**src/hw/rtl/jsu_pkg.sv**
```systemverilog
`default_nettype none
package jsu_pkg;

    localparam int QUEUE_DEPTH = 4;
    localparam int QPTR_W      = $clog2(QUEUE_DEPTH);
    localparam int QCNT_W      = $clog2(QUEUE_DEPTH + 1);
    localparam int RES_MAX     = 4;
    localparam int RCNT_W      = $clog2(RES_MAX + 1);
    localparam int RIDX_W      = $clog2(RES_MAX);

    typedef struct packed {
        logic [7:0] in_byte;
        logic       string_start;
    } jsu_in_t;

    typedef struct packed {
        logic [7:0] out_byte;
        logic       run_last;
    } jsu_out_t;

    typedef struct packed {
        logic [RES_MAX-1:0][7:0] data;
        logic [RCNT_W-1:0]       cnt;
    } jsu_res_t;

    typedef struct packed {
        logic     vld;
        jsu_res_t res;
    } jsu_push_t;

endpackage
`default_nettype wire

```
**src/hw/rtl/json_string_unescape_utf8_unit.sv**
```systemverilog
// JSON string unescaper: takes one escaped string byte per item and delivers
// the decoded bytes one per cycle, with \uXXXX escapes (surrogate pairs joined)
// written as UTF-8 and run_last marking the final byte of each input item.
// An input item is taken every cycle while the four-entry result queue has
// room; each item is decoded combinationally from the input register, and a
// byte that yields output writes its bytes as one queue entry that feeds the
// result channel. Throughput is one output byte per cycle while dec_stall is
// low: a multi-byte unicode escape drains from its entry byte by byte and
// the input stalls only once the queue holds four pending items.
`default_nettype none
module json_string_unescape_utf8_unit
    import jsu_pkg::*;
(
    input  wire logic     clk,
    input  wire logic     rst_n,
    input  wire logic     esc_valid,
    output logic          esc_stall,
    input  wire jsu_in_t  esc_item,
    output logic          dec_valid,
    input  wire logic     dec_stall,
    output jsu_out_t      dec_item
);

    jsu_push_t push;
    logic      room;

    jsu_decode u_decode (
        .clk       (clk),
        .rst_n     (rst_n),
        .esc_valid (esc_valid),
        .esc_stall (esc_stall),
        .esc_item  (esc_item),
        .room      (room),
        .push      (push)
    );

    jsu_queue u_queue (
        .clk       (clk),
        .rst_n     (rst_n),
        .push      (push),
        .room      (room),
        .dec_valid (dec_valid),
        .dec_stall (dec_stall),
        .dec_item  (dec_item)
    );

endmodule
`default_nettype wire

```
**src/hw/rtl/jsu_decode.sv**
```systemverilog
`default_nettype none
module jsu_decode
    import jsu_pkg::*;
(
    input  wire logic      clk,
    input  wire logic      rst_n,
    input  wire logic      esc_valid,
    output logic           esc_stall,
    input  wire jsu_in_t   esc_item,
    input  wire logic      room,
    output jsu_push_t      push
);

    localparam logic [2:0] MODE_NORMAL  = 3'd0;
    localparam logic [2:0] MODE_ESCAPE  = 3'd1;
    localparam logic [2:0] MODE_HEX_ONE = 3'd2;
    localparam logic [2:0] MODE_WAIT_BS = 3'd3;
    localparam logic [2:0] MODE_WAIT_U  = 3'd4;
    localparam logic [2:0] MODE_HEX_TWO = 3'd5;
    localparam logic [2:0] MODE_ENDED   = 3'd6;

    localparam logic [7:0] CH_BSLASH = 8'h5C;
    localparam logic [7:0] CH_B      = 8'h62;
    localparam logic [7:0] CH_F      = 8'h66;
    localparam logic [7:0] CH_N      = 8'h6E;
    localparam logic [7:0] CH_R      = 8'h72;
    localparam logic [7:0] CH_T      = 8'h74;
    localparam logic [7:0] CH_U      = 8'h75;

    function automatic jsu_res_t one_byte(input logic [7:0] b);
        jsu_res_t r;
        r         = '0;
        r.data[0] = b;
        r.cnt     = RCNT_W'(1);
        return r;
    endfunction

    function automatic logic [7:0] esc_map(input logic [7:0] b);
        logic [7:0] m;
        unique case (b)
            CH_B:    m = 8'h08;
            CH_F:    m = 8'h0C;
            CH_N:    m = 8'h0A;
            CH_R:    m = 8'h0D;
            CH_T:    m = 8'h09;
            default: m = b;
        endcase
        return m;
    endfunction

    function automatic jsu_res_t utf8(input logic [20:0] cp);
        jsu_res_t r;
        r = '0;
        if (cp < 21'h80) begin
            r.data[0] = cp[7:0];
            r.cnt     = RCNT_W'(1);
        end else if (cp < 21'h800) begin
            r.data[0] = {3'b110, cp[10:6]};
            r.data[1] = {2'b10, cp[5:0]};
            r.cnt     = RCNT_W'(2);
        end else if (cp < 21'h10000) begin
            r.data[0] = {4'b1110, cp[15:12]};
            r.data[1] = {2'b10, cp[11:6]};
            r.data[2] = {2'b10, cp[5:0]};
            r.cnt     = RCNT_W'(3);
        end else begin
            r.data[0] = {5'b11110, cp[20:18]};
            r.data[1] = {2'b10, cp[17:12]};
            r.data[2] = {2'b10, cp[11:6]};
            r.data[3] = {2'b10, cp[5:0]};
            r.cnt     = RCNT_W'(4);
        end
        return r;
    endfunction

    logic        in_vld_reg;
    jsu_in_t     in_reg;
    logic        fire;
    logic        accept;

    logic [2:0]  mode_reg, mode_next;
    logic [1:0]  cnt_reg, cnt_next;
    logic        stop_reg, stop_next;
    logic [15:0] cu_reg, cu_next;
    logic [9:0]  hs_reg, hs_next;

    logic [7:0]  b;
    logic [3:0]  hx_val;
    logic        hx_is;
    logic [15:0] hx_cu;
    logic        hx_stop;
    logic        hx_done;
    logic [1:0]  hx_cnt;
    logic        lo_sur;
    logic        hi_sur;
    jsu_res_t    res;

    assign fire      = in_vld_reg & room;
    assign esc_stall = in_vld_reg & ~room;
    assign accept    = esc_valid & ~esc_stall;
    assign b         = in_reg.in_byte;

    always_ff @(posedge clk or negedge rst_n)
    begin
        if (!rst_n)
        begin
            in_vld_reg <= 1'b0;
        end
        else if (accept)
        begin
            in_vld_reg <= 1'b1;
        end
        else if (fire)
        begin
            in_vld_reg <= 1'b0;
        end
    end

    always_ff @(posedge clk)
    begin
        if (accept)
        begin
            in_reg <= esc_item;
        end
    end

    always_comb
    begin
        hx_is  = 1'b1;
        hx_val = 4'd0;
        if (b >= 8'h30 && b <= 8'h39)
        begin
            hx_val = 4'(b - 8'h30);
        end
        else if (b >= 8'h61 && b <= 8'h66)
        begin
            hx_val = 4'(b - 8'h57);
        end
        else if (b >= 8'h41 && b <= 8'h46)
        begin
            hx_val = 4'(b - 8'h37);
        end
        else
        begin
            hx_is = 1'b0;
        end
        hx_cu   = (!stop_reg && hx_is) ? {cu_reg[11:0], hx_val} : cu_reg;
        hx_stop = stop_reg | ~hx_is;
        hx_done = (cnt_reg == 2'd3);
        hx_cnt  = hx_done ? cnt_reg : cnt_reg + 2'd1;
        lo_sur  = (hx_cu >= 16'hDC00) && (hx_cu <= 16'hDFFF);
        hi_sur  = (hx_cu >= 16'hD800) && (hx_cu <= 16'hDBFF);
    end

    always_comb
    begin
        mode_next = mode_reg;
        cnt_next  = cnt_reg;
        stop_next = stop_reg;
        cu_next   = cu_reg;
        hs_next   = hs_reg;
        res       = '0;
        if (in_reg.string_start)
        begin
            mode_next = MODE_NORMAL;
            cnt_next  = 2'd0;
            stop_next = 1'b0;
            cu_next   = 16'd0;
            hs_next   = 10'd0;
        end
        else if (mode_reg == MODE_ENDED)
        begin
            mode_next = MODE_ENDED;
        end
        else if (b == 8'd0)
        begin
            mode_next = MODE_ENDED;
        end
        else
        begin
            unique case (mode_reg)
                MODE_ESCAPE, MODE_WAIT_U:
                begin
                    if (b == CH_U)
                    begin
                        cnt_next  = 2'd0;
                        stop_next = 1'b0;
                        cu_next   = 16'd0;
                        mode_next = (mode_reg == MODE_ESCAPE) ? MODE_HEX_ONE : MODE_HEX_TWO;
                    end
                    else
                    begin
                        mode_next = MODE_NORMAL;
                        res       = one_byte(esc_map(b));
                    end
                end
                MODE_HEX_ONE:
                begin
                    cnt_next  = hx_cnt;
                    stop_next = hx_stop;
                    cu_next   = hx_cu;
                    if (hx_done)
                    begin
                        mode_next = MODE_NORMAL;
                        if (hx_cu == 16'd0 || lo_sur)
                        begin
                            res = '0;
                        end
                        else if (hi_sur)
                        begin
                            hs_next   = hx_cu[9:0];
                            mode_next = MODE_WAIT_BS;
                        end
                        else
                        begin
                            res = utf8({5'd0, hx_cu});
                        end
                    end
                end
                MODE_HEX_TWO:
                begin
                    cnt_next  = hx_cnt;
                    stop_next = hx_stop;
                    cu_next   = hx_cu;
                    if (hx_done)
                    begin
                        mode_next = MODE_NORMAL;
                        if (lo_sur)
                        begin
                            res = utf8(21'h10000 + {1'b0, hs_reg, hx_cu[9:0]});
                        end
                    end
                end
                MODE_WAIT_BS:
                begin
                    if (b == CH_BSLASH)
                    begin
                        mode_next = MODE_WAIT_U;
                    end
                    else
                    begin
                        mode_next = MODE_NORMAL;
                        res       = one_byte(b);
                    end
                end
                default:
                begin
                    if (b == CH_BSLASH)
                    begin
                        mode_next = MODE_ESCAPE;
                    end
                    else
                    begin
                        mode_next = MODE_NORMAL;
                        res       = one_byte(b);
                    end
                end
            endcase
        end
    end

    always_ff @(posedge clk or negedge rst_n)
    begin
        if (!rst_n)
        begin
            mode_reg <= MODE_NORMAL;
            cnt_reg  <= 2'd0;
            stop_reg <= 1'b0;
            cu_reg   <= 16'd0;
            hs_reg   <= 10'd0;
        end
        else if (fire)
        begin
            mode_reg <= mode_next;
            cnt_reg  <= cnt_next;
            stop_reg <= stop_next;
            cu_reg   <= cu_next;
            hs_reg   <= hs_next;
        end
    end

    assign push.vld = fire & (res.cnt != '0);
    assign push.res = res;

`ifndef SYNTHESIS
    a_start_resets: assert property (@(posedge clk) disable iff (!rst_n)
        fire && in_reg.string_start |=> mode_reg == MODE_NORMAL && hs_reg == 10'd0)
        else $error("string start did not reset decode state");
    a_push_count: assert property (@(posedge clk) disable iff (!rst_n)
        push.vld |-> push.res.cnt <= RCNT_W'(RES_MAX))
        else $error("decoded item longer than four bytes");
    a_ended_silent: assert property (@(posedge clk) disable iff (!rst_n)
        fire && mode_reg == MODE_ENDED && !in_reg.string_start |-> !push.vld)
        else $error("output after end of string");
`endif

endmodule
`default_nettype wire

```
**src/hw/rtl/jsu_queue.sv**
```systemverilog
`default_nettype none
module jsu_queue
    import jsu_pkg::*;
(
    input  wire logic      clk,
    input  wire logic      rst_n,
    input  wire jsu_push_t push,
    output logic           room,
    output logic           dec_valid,
    input  wire logic      dec_stall,
    output jsu_out_t       dec_item
);

    jsu_res_t            q_mem [QUEUE_DEPTH];
    logic [QPTR_W-1:0]   head_reg;
    logic [QPTR_W-1:0]   tail_reg;
    logic [QCNT_W-1:0]   count_reg;
    logic [RIDX_W-1:0]   idx_reg;
    jsu_res_t            head_ent;
    logic                last_byte;
    logic                pop_byte;
    logic                pop_ent;

    assign head_ent  = q_mem[head_reg];
    assign last_byte = (RCNT_W'(idx_reg) + RCNT_W'(1)) == head_ent.cnt;
    assign dec_valid = (count_reg != '0);
    assign pop_byte  = dec_valid & ~dec_stall;
    assign pop_ent   = pop_byte & last_byte;
    assign room      = (count_reg != QCNT_W'(QUEUE_DEPTH));

    assign dec_item.out_byte = head_ent.data[idx_reg];
    assign dec_item.run_last = last_byte;

    always_ff @(posedge clk)
    begin
        if (push.vld)
        begin
            q_mem[tail_reg] <= push.res;
        end
    end

    always_ff @(posedge clk or negedge rst_n)
    begin
        if (!rst_n)
        begin
            head_reg  <= '0;
            tail_reg  <= '0;
            count_reg <= '0;
            idx_reg   <= '0;
        end
        else
        begin
            if (push.vld)
            begin
                tail_reg <= tail_reg + QPTR_W'(1);
            end
            if (pop_ent)
            begin
                head_reg <= head_reg + QPTR_W'(1);
                idx_reg  <= '0;
            end
            else if (pop_byte)
            begin
                idx_reg <= idx_reg + RIDX_W'(1);
            end
            if (push.vld && !pop_ent)
            begin
                count_reg <= count_reg + QCNT_W'(1);
            end
            else if (!push.vld && pop_ent)
            begin
                count_reg <= count_reg - QCNT_W'(1);
            end
        end
    end

`ifndef SYNTHESIS
    a_no_overflow: assert property (@(posedge clk) disable iff (!rst_n)
        push.vld |-> count_reg != QCNT_W'(QUEUE_DEPTH))
        else $error("item pushed into full queue");
    a_count_bound: assert property (@(posedge clk) disable iff (!rst_n)
        count_reg <= QCNT_W'(QUEUE_DEPTH))
        else $error("queue count out of range");
    a_idx_clear: assert property (@(posedge clk) disable iff (!rst_n)
        pop_ent |=> idx_reg == '0)
        else $error("byte index not cleared on item pop");
`endif

endmodule
`default_nettype wire

```
**config.mk**
```make
export PLATFORM = sky130hd
export DESIGN_NAME = json_string_unescape_utf8_unit
export DESIGN_NICKNAME = d
export VERILOG_FILES = /design/src/hw/rtl/jsu_pkg.sv /design/src/hw/rtl/json_string_unescape_utf8_unit.sv /design/src/hw/rtl/jsu_decode.sv /design/src/hw/rtl/jsu_queue.sv
export SDC_FILE = /design/constraint.sdc
export NUM_CORES = 1
export LEC_CHECK = 0
export ABC_AREA = 1
export BUFFER_PORTS_ARGS = -buffer_cell sky130_fd_sc_hd__buf_4
export CELL_PAD_IN_SITES_DETAIL_PLACEMENT = 1
export CELL_PAD_IN_SITES_GLOBAL_PLACEMENT = 1
export CORE_MARGIN = 5
export CORE_UTILIZATION = 45
export DETAILED_ROUTE_END_ITERATION = 7
export GPL_TIMING_DRIVEN = 1
export HOLD_SLACK_MARGIN = 0.12
export PLACE_DENSITY_LB_ADDON = 0.1
export SLEW_MARGIN = 20
export SYNTH_ARGS = -nofsm -noshare
export SYNTH_HDL_FRONTEND = slang
export SYNTH_HIERARCHICAL = 1
export SYNTH_SLANG_ARGS = --single-unit
export TNS_END_PERCENT = 5
```
**constraint.sdc**
```tcl
create_clock -name clk -period 4.09 [get_ports clk]
set_input_delay 0.6135 -clock clk [delete_from_list [all_inputs] [get_ports clk]]
set_output_delay 0.6135 -clock clk [all_outputs]
set_load 0.01 [all_outputs]
```
==> results of run 1 <==
-- kinds of logic (layout without fill, tap and decap cells) --
| group | after synthesis | count (layout) | share of synthesized area |
|---|---|---|---|
| xor+xnor | 6 | 6 | 0.00534 |
| compound gates | 231 | 231 | 0.142 |
| fa+ha+maj | 13 | 13 | 0.0173 |
| other cells | 1 | 3 | 0.000381 |
| simple gates | 406 | 407 | 0.198 |
| flops | 191 | 191 | 0.561 |
| buf+inv | 161 | 217 | 0.0755 |
-- final timing paths --
check                                           startpoint                          endpoint  slack, ns  cells past startpoint
setup / recovery                   u_decode/b[0]$_DFFE_PP_  u_queue/count_reg[2]$_DFFE_PN0P_       0.21                     26
hold / removal                                       rst_n  u_queue/count_reg[0]$_DFFE_PN0P_       0.18                      1
setup reg to reg                   u_decode/b[0]$_DFFE_PP_  u_queue/count_reg[2]$_DFFE_PN0P_       0.21                     26
hold reg to reg            u_decode/cnt_reg[0]$_DFFE_PN0P_   u_decode/cnt_reg[0]$_DFFE_PN0P_       0.49                      1
max in group asynchronous                            rst_n   u_queue/head_reg[0]$_DFFE_PN0P_       3.49                      1
min in group clk                               esc_item[3]           u_decode/b[2]$_DFFE_PP_       0.34                      1
-- what timing repair did --
item | CTS | global route
endpoints found under the hold margin | 0 | 0
setup endpoints to repair | 0 | 1
setup buffers | 0 | 20
gates resized for setup | 0 | 18
-- layer usage --
metal | share of wire | global-route usage | up-vias
met1 | 0.42 | 0.288 | 3789
met2 | 0.50 | 0.395 | 201
met3 | 0.044 | 0.0385 | 47
met4 | 0.028 | 0.0680 | 0
met5 | 0 | 0 | -
li1 | - | - | 3608
-- cell usage after synthesis, types with 2 or more instances --
cell / instances
ha_1: 12
nor2_2: 4
buf_2: 15
nand3_1: 65
inv_1: 100
o21ai_0: 87
nor2_8: 4
o221ai_1: 20
xor2_1: 5
nor2_1: 133
edfxtp_1: 149
o21ai_1: 15
nand2_4: 6
inv_2: 5
a21oi_1: 27
buf_6: 7
a31oi_1: 5
inv_4: 2
o211ai_1: 20
o22ai_1: 37
nand2_1: 139
nor2_4: 3
nand2_2: 18
buf_4: 11
nand4_1: 5
nand2_8: 2
nor3_1: 13
nor4_1: 3
dfrtp_1: 42
clkbuf_1: 14
nand3_2: 7
a22oi_1: 7
clkinv_1: 4
o31ai_1: 11
-- area by class of cell --
type | instances | area [µm²] | area share
flip-flops and latches | 191 | 5530 | 0.495
multi-input cells | 660 | 3650 | 0.327
repair buffers | 72 | 591 | 0.0529
inverters | 113 | 439 | 0.0393
clock buffers | 17 | 425 | 0.0381
well taps | 280 | 350 | 0.0314
clock inverters | 15 | 188 | 0.0168
-- power by group through the flow --
stage | Clock [mW] | Combinational (mW) | Sequential (mW)
after global placement | 0 | 2.01 | 2.51
final | 1.68 | 2.07 | 2.48
after CTS | 1.71 | 2.07 | 2.48
after global routing | 1.80 | 2.29 | 2.51
after floorplan | 0 | 1.49 | 2.43
after detailed placement | 0 | 2.06 | 2.52
-- through the flow --
step           instance area, µm²  utilization  power, mW  hold slack [ns]  std cells
2_1_floorplan                9850            -       3.92            0.318       1011
3_3_place_gp                10300        0.477       4.52            0.472       1295
3_5_place_dp                10300        0.477       4.58            0.484       1295
4_1_cts                     10900        0.505       6.26            0.194       1327
5_1_grt                     11200        0.515       6.59            0.219       1348
6_report                    11200        0.515       6.23            0.180       1348
-- worst max-delay path: cells and delay by family, from the launching register on --
kind                     cells  cell delay (ns)
AND/OR/NAND/NOR             15             1.72
AO/OA/AOI/OAI                2             0.25
buffers and inverters        5             0.52
flip-flops                   1             0.40
XOR/XNOR                     1             0.15
adder cells (fa/ha/maj)      3             0.71
-- cell usage in the layout (no fill, tap or decap), types with 5 or more instances in the layout --
master | netlist | routed
o31ai_1 | 11 | 11
o21ai_0 | 87 | 86
inv_2 | 5 | 8
nand2_4 | 6 | 8
xor2_1 | 5 | 5
a31oi_1 | 5 | 5
nand4_1 | 5 | 5
nand3_1 | 65 | 65
buf_4 | 11 | 68
inv_1 | 100 | 97
nor2_1 | 133 | 132
nand3_2 | 7 | 6
nand2_1 | 139 | 136
a22oi_1 | 7 | 7
o211ai_1 | 20 | 20
o221ai_1 | 20 | 20
clkbuf_16 | 0 | 17
o22ai_1 | 37 | 37
ha_1 | 12 | 11
edfxtp_1 | 149 | 149
dfrtp_1 | 42 | 41
nor3_1 | 13 | 13
a21oi_1 | 27 | 27
clkinv_8 | 0 | 6
o21ai_1 | 15 | 16
nand2_2 | 18 | 19
==> results by group, run 1 <==
Outcome
  – Status: finished clean

Place
  – Port bufs: 23
  – Dpl ws: about 0.17 ns
  – Post-DP HPWL: between 15,000 and 20,000 µm
  – Placer Congestion: 0.920

Clock tree
  – CTS Buffer Depth: 2
  – CTS root buf: clkbuf_16
  – Total CTS buffers: 17
  – TritonCTS clock tree: done
  – H-tree lvl count: 4
  – Cts hold-fix bufs: 0
  – Clock-pin slew on the worst setup and hold paths: roughly 0.08 ns
  – Clock latency on the worst-skew pair: between 0.4 and 0.5 ns
  – Clk sinks: about 190

Floorplanning
  – CORE AREA: roughly 22,000 µm²
  – I/O pin cnt: 24
  – Row cnt: 54
  – Die Y: around 160 µm
  – DIE WIDTH: between 150 and 200 µm
  – Initial core utilization: 0.454
  – Die ar.: 24,900 µm²

Drt
  – Routed Antenna Nets: 0
  – Via density: 5.67
  – DR vias: roughly 7,600
  – DR DRC count: 0
  – 1st-iter DRT viols: ~670
  – TritonRoute pass-1 iters: 5
  – WL/cell: approximately 21 µm
  – DRT Wirelength: 27,900 µm

STA
  – Post-route minimum period: between 3 and 4 ns
  – Final Hold Vio Count: 0
  – Fin worst setup slack: a little over 0.2 ns
  – Max Slew Vio Count: 0
  – FMAX: 0.257 GHz
  – Endpoints failing setup: 0
  – Setup TNS: 0 ns
  – Slew Limit Headroom: 0.453
  – Tightest Pin Transition: between 0.8 and 0.9 ns
  – Worst Skew: 0.0161 ns
  – Fin crit share: 0.950

Worst setup path
  – Highest-delay cell along the critical path: edfxtp_1
  – CP Data Arrival Time: 4.20 ns
  – Crit path launch type: flip-flop
  – Max stage delay on crit path: ~0.40 ns
  – Crit Path Category: reg2reg
  – CP max FO: 7
  – Endpoint class of the critical path: flip-flop
  – Critical path data required time: ~4.4 ns

Power
  – Register share of total power: 0.398
  – PwrDens: roughly 560 nW/µm²
  – Power Internal: a little under 4 mW
  – Switching portion of total power: 0.382
  – Psw: 2.38 mW
  – Clock power frac: 0.269
  – Part of the power in combinational logic: 0.333
  – Worst VDD drop: roughly 280 µV
  – P_leak: between 4 and 5 nW

Logic synthesis
  – Post-Synthesis Cells: slightly above 1,000
  – Synth unique cells: 46
  – Post-synthesis sequential area ratio: 0.561
  – Flops & latches, synth: 191
  – Async SR Flop Fraction: 0.220
  – EDFF count, synth: ~150
  – Most area-hungry cell type in the Yosys netlist: edfxtp_1
  – Synth Area per Inst: a little under 10 µm²
  – Synth area leaders: edfxtp_1, dfrtp_1, nand2_1, nor2_1, o21ai_0
  – Yosys top cell area share: 0.455
  – Post-Syn Area: 9840 µm²
  – Top FF cell, synth: edfxtp_1
  – Total of warnings raised by yosys: 6

GRT
  – Initial antenna violation count: 0
  – Largest net degree at the start of global routing: around 70
  – Total grt overflow: 0
  – Vias in the first global route: around 7,900
  – First-pass GRT wire length: between 40,000 and 50,000 µm
  – GRT Total Usage: 0.226

Finish
  – Fin nets: 1,081
  – Fill cells: between 2,000 and 2,500
  – Largest register FFs: 140
  – Ant. Diodes: 0
  – Layout area overhead: 13.5%
  – Fraction of layout cells with a size suffix above 1: 0.163

Run
  – Max cap viols: 0

Worst hold path
  – Path type of the worst min-delay path: in2async
Power figures use the tool's default switching activity.
==> run 2, diff against run 1 <==
Settings changed: RECOVER_POWER from default to 100.
==> run 2 against run 1 <==
The run now ends with max-capacitance violations, max-slew violations left. Setup slack lost 0.0020 ns. Clock-buffer cell count did not move. Hold slack improved by 0.19 ns. Sequential power about the same. Die area is the same. Non-clock buffer count unchanged. Global-route usage stayed put. Highest routed layer unchanged.
==> results by group, run 2 (synthesis gave the netlist of run 1 again) <==
Worst hold path
  – Path type of the worst min-delay path: in2reg (was in2async)

Place
  – Port bufs: 23 (unchanged)
  – Post-Place Cells: 1,295 (unchanged)
  – Post-DP HPWL: 18,400 µm (unchanged)
  – Placer Congestion: 0.920 (unchanged)

Floorplanning
  – CORE AREA: 21,700 µm² (unchanged)
  – Die ar.: 24,900 µm² (unchanged)
  – I/O pin cnt: 24 (unchanged)
  – Row cnt: 54 (unchanged)
  – DIE WIDTH: 158 µm (unchanged)
  – Die Y: 158 µm (unchanged)
  – Initial core utilization: 0.454 (unchanged)

Finish
  – Fin nets: 1,081 (unchanged)
  – Fill cells: 2,439 (was 2,436)
  – Fraction of layout cells with a size suffix above 1: 0.157 (was 0.163)
  – Commonest non-fill, non-tap cell in the layout: edfxtp_1 (unchanged)
  – Final Non-Filler Cells: 1,348 (unchanged)
  – Layout area overhead: 13.2% (was 13.5%)
  – Most frequent cells in the layout: edfxtp_1, nand2_1, nor2_1 (unchanged)
  – Fin util: 0.513 (was 0.515)
  – Largest register FFs: 140 (unchanged)
  – Ant. Diodes: 0 (unchanged)

Drt
  – DRT Wirelength: 28,000 µm (was 27,900 µm)
  – WL/cell: 20.8 µm (was 20.7 µm)
  – DR vias: 7,674 (was 7,645)
  – DR DRC count: 0 (unchanged)
  – TritonRoute pass-1 iters: 5 (unchanged)
  – Via density: 5.69 (was 5.67)
  – 1st-iter DRT viols: 626 (was 669)
  – Routed Antenna Nets: 0 (unchanged)

STA
  – Max Slew Vio Count: 43 (was 0)
  – FMAX: 0.257 GHz (about the same)
  – Slew Limit Headroom: -0.659 (was 0.453)
  – Endpoints failing setup: 0 (unchanged)
  – Post-route minimum period: 3.89 ns (was 3.88 ns)
  – Final Hold Vio Count: 0 (unchanged)
  – Worst hold slack: 0.369 ns (was 0.180 ns)
  – Worst Skew: 0.0124 ns (was 0.0161 ns)
  – Tightest Pin Transition: 2.49 ns (was 0.817 ns)
  – Fin crit share: 0.950 (about the same)

Worst setup path
  – CP Data Arrival Time: 4.21 ns (was 4.20 ns)
  – Reg2reg start: u_decode/b[0]$_DFFE_PP_ (unchanged)
  – Highest-delay cell along the critical path: edfxtp_1 (unchanged)
  – Setup crit end: u_queue/count_reg[2]$_DFFE_PN0P_ (unchanged)
  – Stages on worst setup path: 26 (unchanged)
  – CP bufs+invs: 5 (unchanged)
  – Crit Path Category: reg2reg (unchanged)
  – R2R Setup Slk: 0.20 ns (was 0.21 ns)
  – Crit path launch type: flip-flop (unchanged)
  – Kind of cell adding the most delay to the critical path: simple AND/OR/NAND/NOR gates (unchanged)
  – Critical path data required time: 4.41 ns (about the same)
  – CP max FO: 7 (unchanged)
  – R2R Path End: u_queue/count_reg[2]$_DFFE_PN0P_ (unchanged)
  – CP startpoint: u_decode/b[0]$_DFFE_PP_ (unchanged)
  – Max stage delay on crit path: 0.40 ns (about the same)
  – Endpoint class of the critical path: flip-flop (unchanged)
  – Worst R2R Path Depth: 26 (unchanged)

GRT
  – GRT Total Usage: 0.226 (unchanged)
  – First-pass GRT wire length: 43,100 µm (unchanged)
  – Largest net degree at the start of global routing: 72 (unchanged)
  – Initial antenna violation count: 0 (unchanged)
  – Vias in the first global route: 7,890 (unchanged)
  – Met3 Usage GRT: 0.0385 (unchanged)
  – Met1 Usage GRT: 0.288 (unchanged)
  – GR peak layer: met2 (unchanged)
  – GR Util met2: 0.395 (unchanged)
  – Total grt overflow: 0 (unchanged)

Power
  – P_leak: 4.48 nW (was 4.49 nW)
  – Clock power frac: 0.270 (was 0.269)
  – PwrDens: 558 nW/µm² (about the same)
  – Part of the power in combinational logic: 0.331 (was 0.333)
  – Switching portion of total power: 0.382 (about the same)
  – Psw: 2.37 mW (was 2.38 mW)
  – Register share of total power: 0.399 (was 0.398)
  – Power Internal: 3.84 mW (was 3.85 mW)
  – Worst VDD drop: 280 µV (about the same)

Clock tree
  – Clk sinks: 191 (unchanged)
  – H-tree lvl count: 4 (unchanged)
  – CTS Buffer Depth: 2 (unchanged)
  – Clock-pin slew on the worst setup and hold paths: 0.08 ns (about the same)
  – TritonCTS clock tree: done (unchanged)
  – Total CTS buffers: 17 (unchanged)
  – CTS root buf: clkbuf_16 (unchanged)
  – Clock latency on the worst-skew pair: 0.44 ns (about the same)

Run
  – Max cap viols: 1 (was 0)

Outcome
  – Status: complete, but fails checks (was finished clean)
  – Failing checks: max-capacitance violations, max-slew violations
==> run 2: cell count changes in the layout (fill, tap and decap cells not counted) <==
cell      change
nor2_1        +1
nor2_2        -1
nand4_4       -1
clkbuf_1      +3
dfrtp_1       +1
clkbuf_4      +9
nand4_1       +1
buf_4        -12
dfrtp_2       -1
==> run 2: stage by stage <==
step / TNS (ns) / setup slack [ns] / total power, mW / instance area, µm²
after CTS: 0 / 0.131 / 6.26 / 10900
after global routing: -0.0206 / -0.0206 / 6.57 / 11100
after global placement: 0 / 0.311 / 4.52 / 10300
final: 0 / 0.203 / 6.21 / 11100
after detailed placement: 0 / 0.166 / 4.58 / 10300
after floorplan: 0 / 0.336 / 3.92 / 9850
==> run 2: worst min path at each step <==
stage,cells after the start,slack (ns),startpoint,end
final,1,0.37,esc_item[3],u_decode/b[2]$_DFFE_PP_
after global routing,1,0.35,esc_item[3],u_decode/b[2]$_DFFE_PP_
after CTS,1,0.19,rst_n,u_decode/cu_reg[0]$_DFFE_PN0P_
after detailed placement,1,0.48,u_decode/cnt_reg[0]$_DFFE_PN0P_,u_decode/cnt_reg[0]$_DFFE_PN0P_
after global placement,1,0.47,u_decode/cnt_reg[0]$_DFFE_PN0P_,u_decode/cnt_reg[0]$_DFFE_PN0P_
after floorplan,0,0.32,rst_n,u_decode/cnt_reg[0]$_DFFE_PN0P_
==> run 2: power groups by stage <==
| stage | Clock [mW] | Sequential, mW | Combinational, mW |
|---|---|---|---|
| 2_1_floorplan | 0 | 2.43 | 1.49 |
| 3_3_place_gp | 0 | 2.51 | 2.01 |
| 3_5_place_dp | 0 | 2.52 | 2.06 |
| 4_1_cts | 1.71 | 2.48 | 2.07 |
| 5_1_grt | 1.80 | 2.51 | 2.26 |
| 6_report | 1.68 | 2.48 | 2.06 |
==> run 2: cell type report <==
type / count / area, µm² / area share
Timing Repair Buffer: 72 / 579 / 0.0520
Inverter: 113 / 439 / 0.0394
Multi-Input combinational cell: 660 / 3630 / 0.326
Clock inverter: 15 / 188 / 0.0169
Tap cell: 280 / 350 / 0.0315
Clock buffer: 17 / 425 / 0.0382
Sequential cell: 191 / 5530 / 0.496
==> run 2: timing repair <==
action | CTS | global route
buffers inserted | 0 | 20
setup endpoints to repair | 0 | 1
resized for setup | 0 | 18
hold buffers | 0 | 0
==> run 2: per-layer routing <==
layer  share of wire  wire length, µm
met2            0.51            14200
met4           0.026              722
met1            0.43            11900
met5               0                0
met3           0.042             1160
